[src/rtl/core/tli_pkg.sv]
package tli_pkg;

  localparam logic [1:0] CMD_WRITE   = 2'd0;
  localparam logic [1:0] CMD_FORWARD = 2'd1;
  localparam logic [1:0] CMD_REVERSE = 2'd2;

  localparam logic [1:0] STATUS_OK   = 2'd0;
  localparam logic [1:0] STATUS_FLAT = 2'd1;
  localparam logic [1:0] STATUS_SAT  = 2'd2;

  localparam int DIV_STEPS = 33;
  localparam int DIV_CNT_W = 6;

  typedef enum logic [3:0] {
    S_IDLE,
    S_RD_FIRST,
    S_RD_SECOND,
    S_RD_LAST,
    S_ENDS,
    S_SCAN_RD,
    S_SCAN_CMP,
    S_FETCH_LO,
    S_FETCH_HI,
    S_FETCH_DONE,
    S_DIFF,
    S_MUL,
    S_DIV_INIT,
    S_DIV,
    S_OUT
  } state_e;

  typedef enum logic [2:0] {
    RD_FIRST,
    RD_SECOND,
    RD_LAST,
    RD_SEG,
    RD_SEG_NEXT
  } rd_addr_e;

  typedef struct packed {
    logic     latch;
    rd_addr_e rd_addr;
    logic     cap_first;
    logic     cap_dir;
    logic     ends;
    logic     seg_dec;
    logic     cap_lo;
    logic     cap_hi;
    logic     diff;
    logic     mul;
    logic     div_init;
    logic     div_step;
    logic     emit;
  } dp_cmd_t;

  typedef struct packed {
    logic ends_hit;
    logic seg_zero;
    logic scan_hit;
    logic flat;
    logic overflow;
    logic div_last;
  } dp_stat_t;

endpackage

[src/rtl/core/tli_ctrl.sv]
module tli_ctrl (
  input  logic               clk_i,
  input  logic               rst_ni,
  input  logic               start,
  output logic               busy,
  input  logic [1:0]         command_i,
  output tli_pkg::dp_cmd_t   cmd_o,
  input  tli_pkg::dp_stat_t  stat_i
);

  tli_pkg::state_e state_q, state_d;

  assign busy = (state_q != tli_pkg::S_IDLE);

  always_ff @(posedge clk_i or negedge rst_ni) begin
    if (!rst_ni) begin
      state_q <= tli_pkg::S_IDLE;
    end else begin
      state_q <= state_d;
    end
  end

  always_comb begin
    cmd_o         = '0;
    cmd_o.rd_addr = tli_pkg::RD_FIRST;
    state_d       = state_q;
    case (state_q)
      tli_pkg::S_IDLE: begin
        if (start) begin
          cmd_o.latch = 1'b1;
          if (command_i == tli_pkg::CMD_FORWARD || command_i == tli_pkg::CMD_REVERSE) begin
            state_d = tli_pkg::S_RD_FIRST;
          end else begin
            state_d = tli_pkg::S_OUT;
          end
        end
      end
      tli_pkg::S_RD_FIRST: begin
        cmd_o.rd_addr = tli_pkg::RD_FIRST;
        state_d       = tli_pkg::S_RD_SECOND;
      end
      tli_pkg::S_RD_SECOND: begin
        cmd_o.rd_addr   = tli_pkg::RD_SECOND;
        cmd_o.cap_first = 1'b1;
        state_d         = tli_pkg::S_RD_LAST;
      end
      tli_pkg::S_RD_LAST: begin
        cmd_o.rd_addr = tli_pkg::RD_LAST;
        cmd_o.cap_dir = 1'b1;
        state_d       = tli_pkg::S_ENDS;
      end
      tli_pkg::S_ENDS: begin
        cmd_o.ends = 1'b1;
        state_d    = stat_i.ends_hit ? tli_pkg::S_FETCH_LO : tli_pkg::S_SCAN_RD;
      end
      tli_pkg::S_SCAN_RD: begin
        cmd_o.rd_addr = tli_pkg::RD_SEG;
        state_d       = stat_i.seg_zero ? tli_pkg::S_FETCH_LO : tli_pkg::S_SCAN_CMP;
      end
      tli_pkg::S_SCAN_CMP: begin
        if (stat_i.scan_hit) begin
          state_d = tli_pkg::S_FETCH_LO;
        end else begin
          cmd_o.seg_dec = 1'b1;
          state_d       = tli_pkg::S_SCAN_RD;
        end
      end
      tli_pkg::S_FETCH_LO: begin
        cmd_o.rd_addr = tli_pkg::RD_SEG;
        state_d       = tli_pkg::S_FETCH_HI;
      end
      tli_pkg::S_FETCH_HI: begin
        cmd_o.rd_addr = tli_pkg::RD_SEG_NEXT;
        cmd_o.cap_lo  = 1'b1;
        state_d       = tli_pkg::S_FETCH_DONE;
      end
      tli_pkg::S_FETCH_DONE: begin
        cmd_o.cap_hi = 1'b1;
        state_d      = tli_pkg::S_DIFF;
      end
      tli_pkg::S_DIFF: begin
        cmd_o.diff = 1'b1;
        state_d    = tli_pkg::S_MUL;
      end
      tli_pkg::S_MUL: begin
        cmd_o.mul = 1'b1;
        state_d   = stat_i.flat ? tli_pkg::S_OUT : tli_pkg::S_DIV_INIT;
      end
      tli_pkg::S_DIV_INIT: begin
        cmd_o.div_init = 1'b1;
        state_d        = stat_i.overflow ? tli_pkg::S_OUT : tli_pkg::S_DIV;
      end
      tli_pkg::S_DIV: begin
        cmd_o.div_step = 1'b1;
        if (stat_i.div_last) begin
          state_d = tli_pkg::S_OUT;
        end
      end
      tli_pkg::S_OUT: begin
        cmd_o.emit = 1'b1;
        state_d    = tli_pkg::S_IDLE;
      end
      default: begin
        state_d = tli_pkg::S_IDLE;
      end
    endcase
  end

  a_accept_busy: assert property (@(posedge clk_i) disable iff (!rst_ni)
    start && !busy |=> busy)
    else $error("accepted item did not make the block busy");

  a_write_short: assert property (@(posedge clk_i) disable iff (!rst_ni)
    start && !busy && command_i == tli_pkg::CMD_WRITE |=> state_q == tli_pkg::S_OUT)
    else $error("table write did not go straight to the result");

  a_div_stay: assert property (@(posedge clk_i) disable iff (!rst_ni)
    state_q == tli_pkg::S_DIV && !stat_i.div_last |=> state_q == tli_pkg::S_DIV)
    else $error("division left before its last step");

endmodule

[src/rtl/core/tli_datapath.sv]
module tli_datapath #(
  parameter int MAX_ENTRIES = 16
) (
  input  logic                clk_i,
  input  logic                rst_ni,
  input  logic [1:0]          command_i,
  input  logic [3:0]          entry_index_i,
  input  logic signed [31:0]  entry_x_i,
  input  logic signed [31:0]  entry_y_i,
  input  logic signed [31:0]  query_value_i,
  input  logic                cfg_valid_i,
  output logic                cfg_ready_o,
  input  logic [4:0]          cfg_data_i,
  input  tli_pkg::dp_cmd_t    cmd_i,
  output tli_pkg::dp_stat_t   stat_o,
  output logic                result_valid_o,
  output logic signed [31:0]  result_value_o,
  output logic [3:0]          segment_index_o,
  output logic [1:0]          status_o
);

  localparam int AW = $clog2(MAX_ENTRIES);
  localparam int CW = (AW > 4) ? AW : 4;
  localparam int NW = (AW > 5) ? AW : 5;
  localparam logic signed [34:0] SUM_MAX = 35'sd2147483647;
  localparam logic signed [34:0] SUM_MIN = -35'sd2147483648;

  function automatic logic [31:0] mag33(input logic [32:0] v);
    logic [32:0] t;
    t = v[32] ? (~v + 33'd1) : v;
    return t[31:0];
  endfunction

  logic signed [31:0] x_mem [MAX_ENTRIES];
  logic signed [31:0] y_mem [MAX_ENTRIES];
  logic signed [31:0] rd_x_q, rd_y_q;

  logic [4:0]         count_q;
  logic               lookup_q, reverse_q, result_valid_q;
  logic signed [31:0] query_q, c0_q, a0_q, b0_q, a1_q, b1_q;
  logic               rising_q, neg_q, flat_q, ovf_q;
  logic [AW-1:0]      seg_q;
  logic [31:0]        mq_q, mb_q, ma_q;
  logic [63:0]        prod_q;
  logic [31:0]        rem_q;
  logic [32:0]        dvd_q, quo_q;
  logic [tli_pkg::DIV_CNT_W-1:0] div_cnt_q;
  logic signed [31:0] result_q;
  logic [3:0]         seg_out_q;
  logic [1:0]         status_q;

  logic               we;
  logic [CW-1:0]      slot_cw, seg_cw;
  logic [AW-1:0]      wr_addr, rd_addr, last, last_m1;
  logic [NW-1:0]      cnt_n, last_n;
  logic signed [31:0] col, other;
  logic               q_le_first, q_ge_first, q_le_last, q_ge_last, ends_low;
  logic signed [32:0] dq, db, da;
  logic [63:0]        prod_d;
  logic [32:0]        rem_sh, rem_sub;
  logic               div_ge, quo_big;
  logic signed [34:0] quo_s, sum;

  assign cfg_ready_o = 1'b1;

  assign slot_cw = CW'(entry_index_i);
  assign wr_addr = slot_cw[AW-1:0];
  assign we      = cmd_i.latch && (command_i == tli_pkg::CMD_WRITE) &&
                   (32'(entry_index_i) < 32'(MAX_ENTRIES));

  assign cnt_n  = NW'(count_q);
  assign last_n = (cnt_n < NW'(2)) ? NW'(1) :
                  (32'(count_q) > 32'(MAX_ENTRIES)) ? NW'(MAX_ENTRIES - 1) :
                  cnt_n - NW'(1);
  assign last    = last_n[AW-1:0];
  assign last_m1 = last - AW'(1);

  always_comb begin
    case (cmd_i.rd_addr)
      tli_pkg::RD_FIRST:    rd_addr = '0;
      tli_pkg::RD_SECOND:   rd_addr = AW'(1);
      tli_pkg::RD_LAST:     rd_addr = last;
      tli_pkg::RD_SEG:      rd_addr = seg_q;
      tli_pkg::RD_SEG_NEXT: rd_addr = seg_q + AW'(1);
      default:              rd_addr = '0;
    endcase
  end

  always_ff @(posedge clk_i) begin
    if (we) begin
      x_mem[wr_addr] <= entry_x_i;
      y_mem[wr_addr] <= entry_y_i;
    end
    rd_x_q <= x_mem[rd_addr];
    rd_y_q <= y_mem[rd_addr];
  end

  assign col   = reverse_q ? rd_y_q : rd_x_q;
  assign other = reverse_q ? rd_x_q : rd_y_q;

  assign q_le_first = (query_q <= c0_q);
  assign q_ge_first = (query_q >= c0_q);
  assign q_le_last  = (query_q <= col);
  assign q_ge_last  = (query_q >= col);
  assign ends_low   = rising_q ? q_le_first : !q_le_last;

  assign dq = 33'(query_q) - 33'(a0_q);
  assign db = 33'(b1_q) - 33'(b0_q);
  assign da = 33'(a1_q) - 33'(a0_q);

  assign prod_d = 64'(mq_q) * 64'(mb_q);

  assign rem_sh  = {rem_q, dvd_q[32]};
  assign div_ge  = (rem_sh >= {1'b0, ma_q});
  assign rem_sub = rem_sh - {1'b0, ma_q};

  assign quo_big = quo_q[32] && (quo_q[31:0] != 32'd0);
  assign quo_s   = neg_q ? -$signed({2'b00, quo_q}) : $signed({2'b00, quo_q});
  assign sum     = quo_s + 35'(b0_q);
  assign seg_cw  = CW'(seg_q);

  assign stat_o.ends_hit = rising_q ? (q_le_first || q_ge_last) : (q_le_last || q_ge_first);
  assign stat_o.seg_zero = (seg_q == '0);
  assign stat_o.scan_hit = rising_q ? q_ge_last : q_le_last;
  assign stat_o.flat     = flat_q;
  assign stat_o.overflow = ({1'b0, prod_q[63:33]} >= ma_q);
  assign stat_o.div_last = (div_cnt_q == '0);

  always_ff @(posedge clk_i or negedge rst_ni) begin
    if (!rst_ni) begin
      count_q        <= 5'd2;
      lookup_q       <= 1'b0;
      reverse_q      <= 1'b0;
      result_valid_q <= 1'b0;
    end else begin
      result_valid_q <= cmd_i.emit;
      if (cfg_valid_i && cfg_ready_o) begin
        count_q <= cfg_data_i;
      end
      if (cmd_i.latch) begin
        lookup_q  <= (command_i == tli_pkg::CMD_FORWARD) ||
                     (command_i == tli_pkg::CMD_REVERSE);
        reverse_q <= (command_i == tli_pkg::CMD_REVERSE);
      end
    end
  end

  always_ff @(posedge clk_i) begin
    if (cmd_i.latch) begin
      query_q <= query_value_i;
    end
    if (cmd_i.cap_first) begin
      c0_q <= col;
    end
    if (cmd_i.cap_dir) begin
      rising_q <= !reverse_q || (c0_q < col);
    end
    if (cmd_i.ends) begin
      seg_q <= (stat_o.ends_hit && ends_low) ? '0 : last_m1;
    end else if (cmd_i.seg_dec) begin
      seg_q <= seg_q - AW'(1);
    end
    if (cmd_i.cap_lo) begin
      a0_q <= col;
      b0_q <= other;
    end
    if (cmd_i.cap_hi) begin
      a1_q <= col;
      b1_q <= other;
    end
    if (cmd_i.diff) begin
      mq_q   <= mag33(dq);
      mb_q   <= mag33(db);
      ma_q   <= mag33(da);
      neg_q  <= dq[32] ^ db[32] ^ da[32];
      flat_q <= (da == 33'sd0);
      ovf_q  <= 1'b0;
    end
    if (cmd_i.mul) begin
      prod_q <= prod_d;
    end
    if (cmd_i.div_init) begin
      ovf_q     <= stat_o.overflow;
      rem_q     <= {1'b0, prod_q[63:33]};
      dvd_q     <= prod_q[32:0];
      quo_q     <= '0;
      div_cnt_q <= tli_pkg::DIV_CNT_W'(tli_pkg::DIV_STEPS - 1);
    end else if (cmd_i.div_step) begin
      rem_q     <= div_ge ? rem_sub[31:0] : rem_sh[31:0];
      dvd_q     <= {dvd_q[31:0], 1'b0};
      quo_q     <= {quo_q[31:0], div_ge};
      div_cnt_q <= div_cnt_q - tli_pkg::DIV_CNT_W'(1);
    end
    if (cmd_i.emit) begin
      if (!lookup_q) begin
        result_q  <= '0;
        seg_out_q <= '0;
        status_q  <= tli_pkg::STATUS_OK;
      end else if (flat_q) begin
        result_q  <= '0;
        seg_out_q <= seg_cw[3:0];
        status_q  <= tli_pkg::STATUS_FLAT;
      end else if (ovf_q || quo_big) begin
        result_q  <= neg_q ? 32'sh80000000 : 32'sh7fffffff;
        seg_out_q <= seg_cw[3:0];
        status_q  <= tli_pkg::STATUS_SAT;
      end else if (sum > SUM_MAX) begin
        result_q  <= 32'sh7fffffff;
        seg_out_q <= seg_cw[3:0];
        status_q  <= tli_pkg::STATUS_SAT;
      end else if (sum < SUM_MIN) begin
        result_q  <= 32'sh80000000;
        seg_out_q <= seg_cw[3:0];
        status_q  <= tli_pkg::STATUS_SAT;
      end else begin
        result_q  <= sum[31:0];
        seg_out_q <= seg_cw[3:0];
        status_q  <= tli_pkg::STATUS_OK;
      end
    end
  end

  assign result_valid_o  = result_valid_q;
  assign result_value_o  = result_q;
  assign segment_index_o = seg_out_q;
  assign status_o        = status_q;

  a_valid_pulse: assert property (@(posedge clk_i) disable iff (!rst_ni)
    result_valid_q |=> !result_valid_q)
    else $error("result strobe held for more than one cycle");

  a_flat_zero: assert property (@(posedge clk_i) disable iff (!rst_ni)
    result_valid_q && status_q == tli_pkg::STATUS_FLAT |-> result_q == 32'sd0)
    else $error("flat segment gave a nonzero result");

  a_sat_rail: assert property (@(posedge clk_i) disable iff (!rst_ni)
    result_valid_q && status_q == tli_pkg::STATUS_SAT |->
      result_q == 32'sh7fffffff || result_q == 32'sh80000000)
    else $error("saturated result is not at a rail");

endmodule

[src/rtl/core/table_linear_interpolator.sv]
// Piecewise-linear table interpolator on signed Q16.16 breakpoints.
// An item is a command on command_i, taken at a clock edge with start high
// and busy low. Command write stores entry_x_i/entry_y_i in slot entry_index_i,
// forward maps query_value_i as x to y, reverse maps it as y to x.
// Every item gives one result transfer: result_valid_o is high for one cycle
// with result_value_o, segment_index_o and status_o, and cannot be held off.
// A write or an unused command goes straight to the result state. A lookup
// reads the first, second and last breakpoints, checks the query against the
// table ends and, between them, searches one breakpoint at a time from the
// top segment down to the first through the single-read table memory. It
// then fetches the segment, multiplies, and runs the 33-step restoring
// divider unless the segment is flat or the quotient is too large for 33 bits.
// Items are taken one at a time; busy drops in the cycle that the result is
// shown, so the next item may be accepted while it is delivered.
// entry_count is written on the cfg channel, which is always ready; the user
// must write it only while busy is low, as the block does not enforce that.
// Reset makes the block idle and sets entry_count to 2; the table holds no
// defined values until its slots are written.
module table_linear_interpolator #(
  parameter int MAX_ENTRIES = 16
) (
  input  logic                clk_i,
  input  logic                rst_ni,
  input  logic                start,
  output logic                busy,
  input  logic [1:0]          command_i,
  input  logic [3:0]          entry_index_i,
  input  logic signed [31:0]  entry_x_i,
  input  logic signed [31:0]  entry_y_i,
  input  logic signed [31:0]  query_value_i,
  input  logic                cfg_valid_i,
  output logic                cfg_ready_o,
  input  logic [4:0]          cfg_data_i,
  output logic                result_valid_o,
  output logic signed [31:0]  result_value_o,
  output logic [3:0]          segment_index_o,
  output logic [1:0]          status_o
);

  tli_pkg::dp_cmd_t  dp_cmd;
  tli_pkg::dp_stat_t dp_stat;

  tli_ctrl u_ctrl (
    .clk_i     (clk_i),
    .rst_ni    (rst_ni),
    .start     (start),
    .busy      (busy),
    .command_i (command_i),
    .cmd_o     (dp_cmd),
    .stat_i    (dp_stat)
  );

  tli_datapath #(
    .MAX_ENTRIES (MAX_ENTRIES)
  ) u_datapath (
    .clk_i           (clk_i),
    .rst_ni          (rst_ni),
    .command_i       (command_i),
    .entry_index_i   (entry_index_i),
    .entry_x_i       (entry_x_i),
    .entry_y_i       (entry_y_i),
    .query_value_i   (query_value_i),
    .cfg_valid_i     (cfg_valid_i),
    .cfg_ready_o     (cfg_ready_o),
    .cfg_data_i      (cfg_data_i),
    .cmd_i           (dp_cmd),
    .stat_o          (dp_stat),
    .result_valid_o  (result_valid_o),
    .result_value_o  (result_value_o),
    .segment_index_o (segment_index_o),
    .status_o        (status_o)
  );

endmodule

[config.mk]
export PLATFORM = sky130hd
export DESIGN_NAME = table_linear_interpolator
export DESIGN_NICKNAME = d
export VERILOG_FILES = /design/src/rtl/core/tli_pkg.sv /design/src/rtl/core/tli_ctrl.sv /design/src/rtl/core/tli_datapath.sv /design/src/rtl/core/table_linear_interpolator.sv
export SDC_FILE = /design/constraint.sdc
export NUM_CORES = 2
export LEC_CHECK = 0
export CAP_MARGIN = 10
export CORE_MARGIN = 2
export CORE_UTILIZATION = 50
export DETAILED_ROUTE_END_ITERATION = 6
export DONT_BUFFER_PORTS = 1
export GPL_TIMING_DRIVEN = 0
export MAX_ROUTING_LAYER = met4
export SYNTH_ARGS = -nofsm -noshare
export SYNTH_HDL_FRONTEND = slang
export SYNTH_SLANG_ARGS = --single-unit
[constraint.sdc]
create_clock -name clk_i -period 17.9 [get_ports clk_i]
set_input_delay 0.895 -clock clk_i [delete_from_list [all_inputs] [get_ports clk_i]]
set_output_delay 0.895 -clock clk_i [all_outputs]
set_load 0.005 [all_outputs]
* After elaboration in Yosys (flattened, before gate mapping) *
Memory sizes are Yosys's and may differ from the RTL's. A register that Yosys moved wholly into a read port is not among the register bits.
Index checks and enable logic that the tools add are counted.

operators by class
  add/sub/neg operators = 14
  multipliers = 1
  order comparisons = 11
  eq/ne operators = 22
  muxes and demuxes = 56
  bitwise operators = 6
  reduce and logical (&&, ||, !) cells = 23

operator list
  cell                                                             count
  2-to-1 mux 32 bit                                                10
  subtractor 32 x 32 -> 33 bit                                     3
  adder 32 x 1 -> 32 bit, second input constant                    3
  inverter 32 bit                                                  3
  2-to-1 mux 33 bit                                                2
  >= comparator 32 bit                                             2
  <= comparator 32 bit                                             2
  multiplier 32 x 32 -> 64 bit                                     1
  2-to-1 mux 31 bit                                                2
  one-hot mux 4 bit (14 select lines)                              1
  adder 35 x 32 -> 35 bit                                          1
  greater-than comparator 35 x 32 -> 1 bit, second input constant  1
  < comparator 35 x 32 -> 1 bit, second input constant             1
  2-to-1 mux 35 bit                                                1
  negator 33 -> 35 bit                                             1
  >= comparator 33 x 32 -> 1 bit                                   1
  logical NOT 33 bit                                               1
  >= comparator 31 x 32 -> 1 bit                                   1
  < comparator 32 bit                                              1
  2-to-1 mux 4 bit                                                 8
  nonzero test 32 bit                                              1
  subtractor 32 bit                                                1
  == test 4 bit, second input constant                             7
  2-to-1 mux 1 bit                                                 23
  29 further kinds                                                 55

word-level totals
  register bits after elaboration = 514
  memory bits (writable) = 1,024
  bits of input ports = 111
  output and inout bits = 41
  logic and storage cells = 164
  memories kept = 2

memory list
  name              depth  width  rd ports  clocked after Yosys merged registers in  wr ports  line                text
  u_datapath.x_mem  16     32     1         1                                        1         tli_datapath.sv:34  logic signed [31:0] x_mem [MAX_ENTRIES];
  u_datapath.y_mem  16     32     1         1                                        1         tli_datapath.sv:35  logic signed [31:0] y_mem [MAX_ENTRIES];

* Longest topological paths before layout *
  depth in word-level cells = 8
  depth in mapped cells = 29
  mapped depth without buffers = 27

* By module *
From an unflattened synthesis, not the netlist that was laid out.

second synthesis, totals
  cells, all modules = 9,949
  area total of the unflattened synthesis = 108,322.6 um2

by module, submodules not included
  module        times used  cells each  area each (um2)  seq. area each (um2)
  tli_datapath  1           9,888       107,898.5        46,906.2
  tli_ctrl      1           61          424.2            100.1

* Worst setup path before layout *
Ideal clock, no wire load.

  kind = flip-flop to flip-flop
  start = register u_datapath.mb_q[2]
  end = register u_datapath.prod_q[63] (data pin)
  setup time = 0.268 ns
  arrival time = 7.438 ns
  slack = 10.195 ns
  cell stages (with the launch flop) = 27
  period minus slack after synthesis = 7.705 ns
  path through = edfxtp_1 clkbuf_1 and2_1 fa_1 inv_1 fa_1 fa_1 fa_1 inv_1 fa_1 inv_1 fa_1 inv_1 fa_1 fa_1 ha_1 clkbuf_1 nand4_1 or3_1 o21ai_0 a31oi_1 o21ai_0 nand4_1 a21boi_1 a31oi_1 o311ai_0 xnor2_1

on the way
  longest elaborated chain between the ends = 1

ends and longest elaborated chain
  item                          line                 text
  from (decl)                   tli_datapath.sv:43   logic [31:0] mq_q, mb_q, ma_q;
  from (signal assigned)        tli_datapath.sv:173  mb_q <= mag33(db);
  multiplier 32 x 32 -> 64 bit  tli_datapath.sv:111  assign prod_d = 64'(mq_q) * 64'(mb_q);
  via u_datapath.prod_d[63]     tli_datapath.sv:59   logic [63:0] prod_d;
  to (signal assigned)          tli_datapath.sv:180  prod_q <= prod_d;
  to (decl)                     tli_datapath.sv:44   logic [63:0] prod_q;

The timed path passes the listed nets, and every way through them passes these cells.
A chain may end at the register's enable or synchronous reset.

* Worst setup path after layout *
  start = register u_datapath.mb_q[8]
  end = register u_datapath.prod_q[63] (data pin)

Same word-level chain as after synthesis.

==> results.txt <==
Setup slack closes at 6.98 ns. The number of nets at the end of the flow came out at 11600. After detailed routing, the average wire length per cell comes to 28.5 µm. The remaining global-route overflow is 0.

The setup path with the least slack is of type reg -> reg. TritonCTS built the clock tree. The die covers 220000 µm².

The final antenna-violating net count came out at 0. The tool flagged a number of max-cap violations equal to 0. In this run the worst path has a maximum fanout of 10. The worst register-to-register path has a depth of 25. The count of boundary I/O pins came out at 152. Setup repair after global routing left no endpoint under its margin.

The sequential fraction of the synthesis area came out at 43.6%. The number of enable flip-flop cells after synthesis came out at 1486. The commonest cells after synthesis are sky130_fd_sc_hd__edfxtp_1 (1486), sky130_fd_sc_hd__nand2_1 (1269), sky130_fd_sc_hd__inv_1 (1106), sky130_fd_sc_hd__fa_1 (901), sky130_fd_sc_hd__and2_1 (887). The unique cell type count in the Yosys netlist is 95. The total count of hold-check failures in the final report came out at 0. Once detailed placement completed, the half-perimeter wirelength came to 295 mm. The die boundary height came out at 469 µm. The number of clock sinks came out at 1602. Counting stages on the worst path, the most repeated cell is sky130_fd_sc_hd__fa_1. The routed layout has 76500 vias.

The total number of yosys warnings is 0. The detailed router's first-iteration violation count is 6795. The period utilization is 61.0%. The summed instance area of the synthesized netlist came out at 108000 µm². Synthesis produced 9757 cells. The number of cells on the critical path came out at 25. The synthesized design contains 1602 register bits. Before antenna repair, the detailed router went through 6 iterations. The post-cts gate resize count came out at 0. Yosys attributes the largest share of cell area to sky130_fd_sc_hd__edfxtp_1 (41%), sky130_fd_sc_hd__fa_1 (17%), sky130_fd_sc_hd__ha_1 (6.6%). The longest clock path from root to sink contains 3 buffers. The average footprint of a synthesized cell came out at 11.1 µm². The detailed-route wire length came out at 372 mm. Among cell families on the critical path, the largest total delay comes from adder cells.

The post-placement cell area is 113000 µm². The layout overhead on the synthesized area is 10.3%. The row count is 170. The wire length of the first global-routing pass is 537 mm. The accumulated negative setup slack is 0 ns.

The routed design could run at a clock period as short as 10.92 ns. The data arrival time of the critical path came out at 11.46 ns. The fraction of registers with async set/reset is 0.749%. Setup violations remaining at the end of the flow were counted as 0. The global router's overall resource usage came out at 35.1%. The critical path's largest stage delay is 1.12 ns. Synthesis produced a netlist with a net count of 11300. The worst hold path depth is 0.

Routability-driven placement finished with a final weighted congestion of 1.03. The top cell type's share of synthesized area came out at 41.3%. The actual transition at the worst max-transition pin is 1.44 ns. The worst setup path is launched from a register.

The routed via count divided by cell count is 5.87. The detailed-route DRC error count came out at 0. The run finished with clean final reports. The achievable clock frequency came out at 0.0916 GHz. The layout cell share with drive strength beyond 1 came out at 4.62%. The initial antenna violation count came out at 26. The filler cell count is 18500. At the placement stage, the worst setup path has a slack of 7.21 ns. The required time of the critical path came out at 18.44 ns. The number of buffers and inverters on the critical path came out at 5. STA classifies the critical path endpoint as a register.

The horizontal die dimension came out at 469 µm. Buffers inserted during clock tree synthesis total 172. The max-slew headroom at the worst pin came out at 3.86%. The initial utilization of the core area, before any placement, comes to 50.3%. The most used flip-flop cell after synthesis is sky130_fd_sc_hd__edfxtp_1. The min-delay analysis places its worst path in the category in -> reg. In this run the standard cell core region covers 215000 µm². The cell taking the most area after synthesis is sky130_fd_sc_hd__edfxtp_1. The tree is rooted in a sky130_fd_sc_hd__clkbuf_16. The max-slew violation count came out at 0. The dominant cell by count in the synthesized netlist is sky130_fd_sc_hd__edfxtp_1. The highest-delay cell along the critical path is sky130_fd_sc_hd__clkbuf_1. The via count of the first global-routing pass came out at 77300. Entering global routing, the biggest net connects 64 pins.

The count of H-tree levels built during CTS came out at 4. The number of buffer cells added on primary ports is 0. The clock reaches the later pin of the worst-skew pair after 0.85 ns. Clock-pin slew was measured on the worst setup and hold paths at 0.07 ns.

The clock arrives with 0.0555 ns of skew. With fillers left out, the area of the finished cells amounts to 119000 µm².
## registers in the layout, indices dropped and copies added, names as in the netlist, 6 cells and up
name / cells
u_datapath.c0_q: 32
u_datapath.ma_q: 32
u_datapath.quo_q: 33
u_datapath.rd_x_q: 32
u_datapath.b0_q: 32
u_datapath.x_mem: 512
u_datapath.rd_y_q: 32
u_datapath.query_q: 32
u_datapath.a1_q: 32
u_datapath.mb_q: 32
u_datapath.dvd_q: 33
u_datapath.y_mem: 512
u_datapath.div_cnt_q: 6
u_datapath.result_value_o: 32
u_datapath.prod_q: 64
u_datapath.mq_q: 32
u_datapath.b1_q: 32
u_datapath.rem_q: 32
u_datapath.a0_q: 32
## cell type report
cell class	instances	area, µm²	area share [%]
buffer	533	2010	1.69
inverter	1106	4150	3.49
antenna	25	62.6	0.0526
multi-input combinational	6516	54900	46.1
timing repair buffer	89	1450	1.22
clock buffer	234	4820	4.05
tap	2838	3550	2.98
sequential	1602	47000	39.5
clock inverter	90	1030	0.868
## metrics by stage
stage	instances	hold WS [ns]	utilization, %
global route	13000	0.106	55.4
global placement	12600	0.469	51.9
CTS	13000	0.0798	55.4
finish	13000	0.134	55.5
detailed placement	12700	0.484	52.7
floorplan	9757	0.439	-
## cells by family after synthesis
logic type                 count (synthesis)  share of synthesized area (%)
DFF                                     1602                           43.6
buffers and inverters                   1639                           5.71
AOI/OAI and AO/OA                       1790                           11.1
other                                      1                        0.00347
adders and majority gates               1466                           23.3
and+or+nand+nor                         2876                           13.2
muxes                                     79                          0.783
xor gates and xnor gates                 304                           2.47
## final timing paths
| check | from | endpoint | slack (ns) |
|---|---|---|---|
| max reg2reg | u_datapath.mb_q[8] | u_datapath.prod_q[63] | 6.98 |
| min reg2reg | u_datapath.prod_q[9] | u_datapath.dvd_q[9] | 0.50 |
| min in group asynchronous | rst_ni | u_datapath.cnt_n[3] | 0.67 |
| max in group asynchronous | rst_ni | u_ctrl.state_q[2] | 16.62 |
| min | entry_x_i[27] | u_datapath.x_mem[5][27] | 0.13 |
| max | u_datapath.mb_q[8] | u_datapath.prod_q[63] | 6.98 |
## routing by layer
| metal | part of all wire, % | global-route usage [%] | vias to the layer above |
|---|---|---|---|
| li1 | - | - | 34100 |
| met1 | 39 | 42.8 | 38800 |
| met2 | 47 | 56.2 | 2965 |
| met3 | 7.3 | 6.27 | 678 |
| met4 | 5.9 | 17.5 | 0 |
| met5 | 0 | - | - |
## cells in the final DEF, fill, tap and decap left out, types with 104 or more instances in the layout
cell type	n
sky130_fd_sc_hd__a311oi_1	134
sky130_fd_sc_hd__and2_1	887
sky130_fd_sc_hd__nor2_1	213
sky130_fd_sc_hd__dfxtp_1	104
sky130_fd_sc_hd__a21o_1	136
sky130_fd_sc_hd__fa_1	901
sky130_fd_sc_hd__ha_1	565
sky130_fd_sc_hd__xnor2_1	206
sky130_fd_sc_hd__a21oi_1	426
sky130_fd_sc_hd__clkbuf_16	177
sky130_fd_sc_hd__clkbuf_1	554
sky130_fd_sc_hd__a31oi_1	167
sky130_fd_sc_hd__o21ai_0	257
sky130_fd_sc_hd__a211oi_1	352
sky130_fd_sc_hd__edfxtp_1	1486
sky130_fd_sc_hd__nand2_1	1269
sky130_fd_sc_hd__inv_1	1105
## timing repair
item                      CTS  global route
buffers inserted            0             0
hold buffers                1             0
hold endpoints to repair   12             0
Power is left out: the tool's default activity adds up to more than one toggle a clock period on the data nets, which glitch-free logic cannot reach.
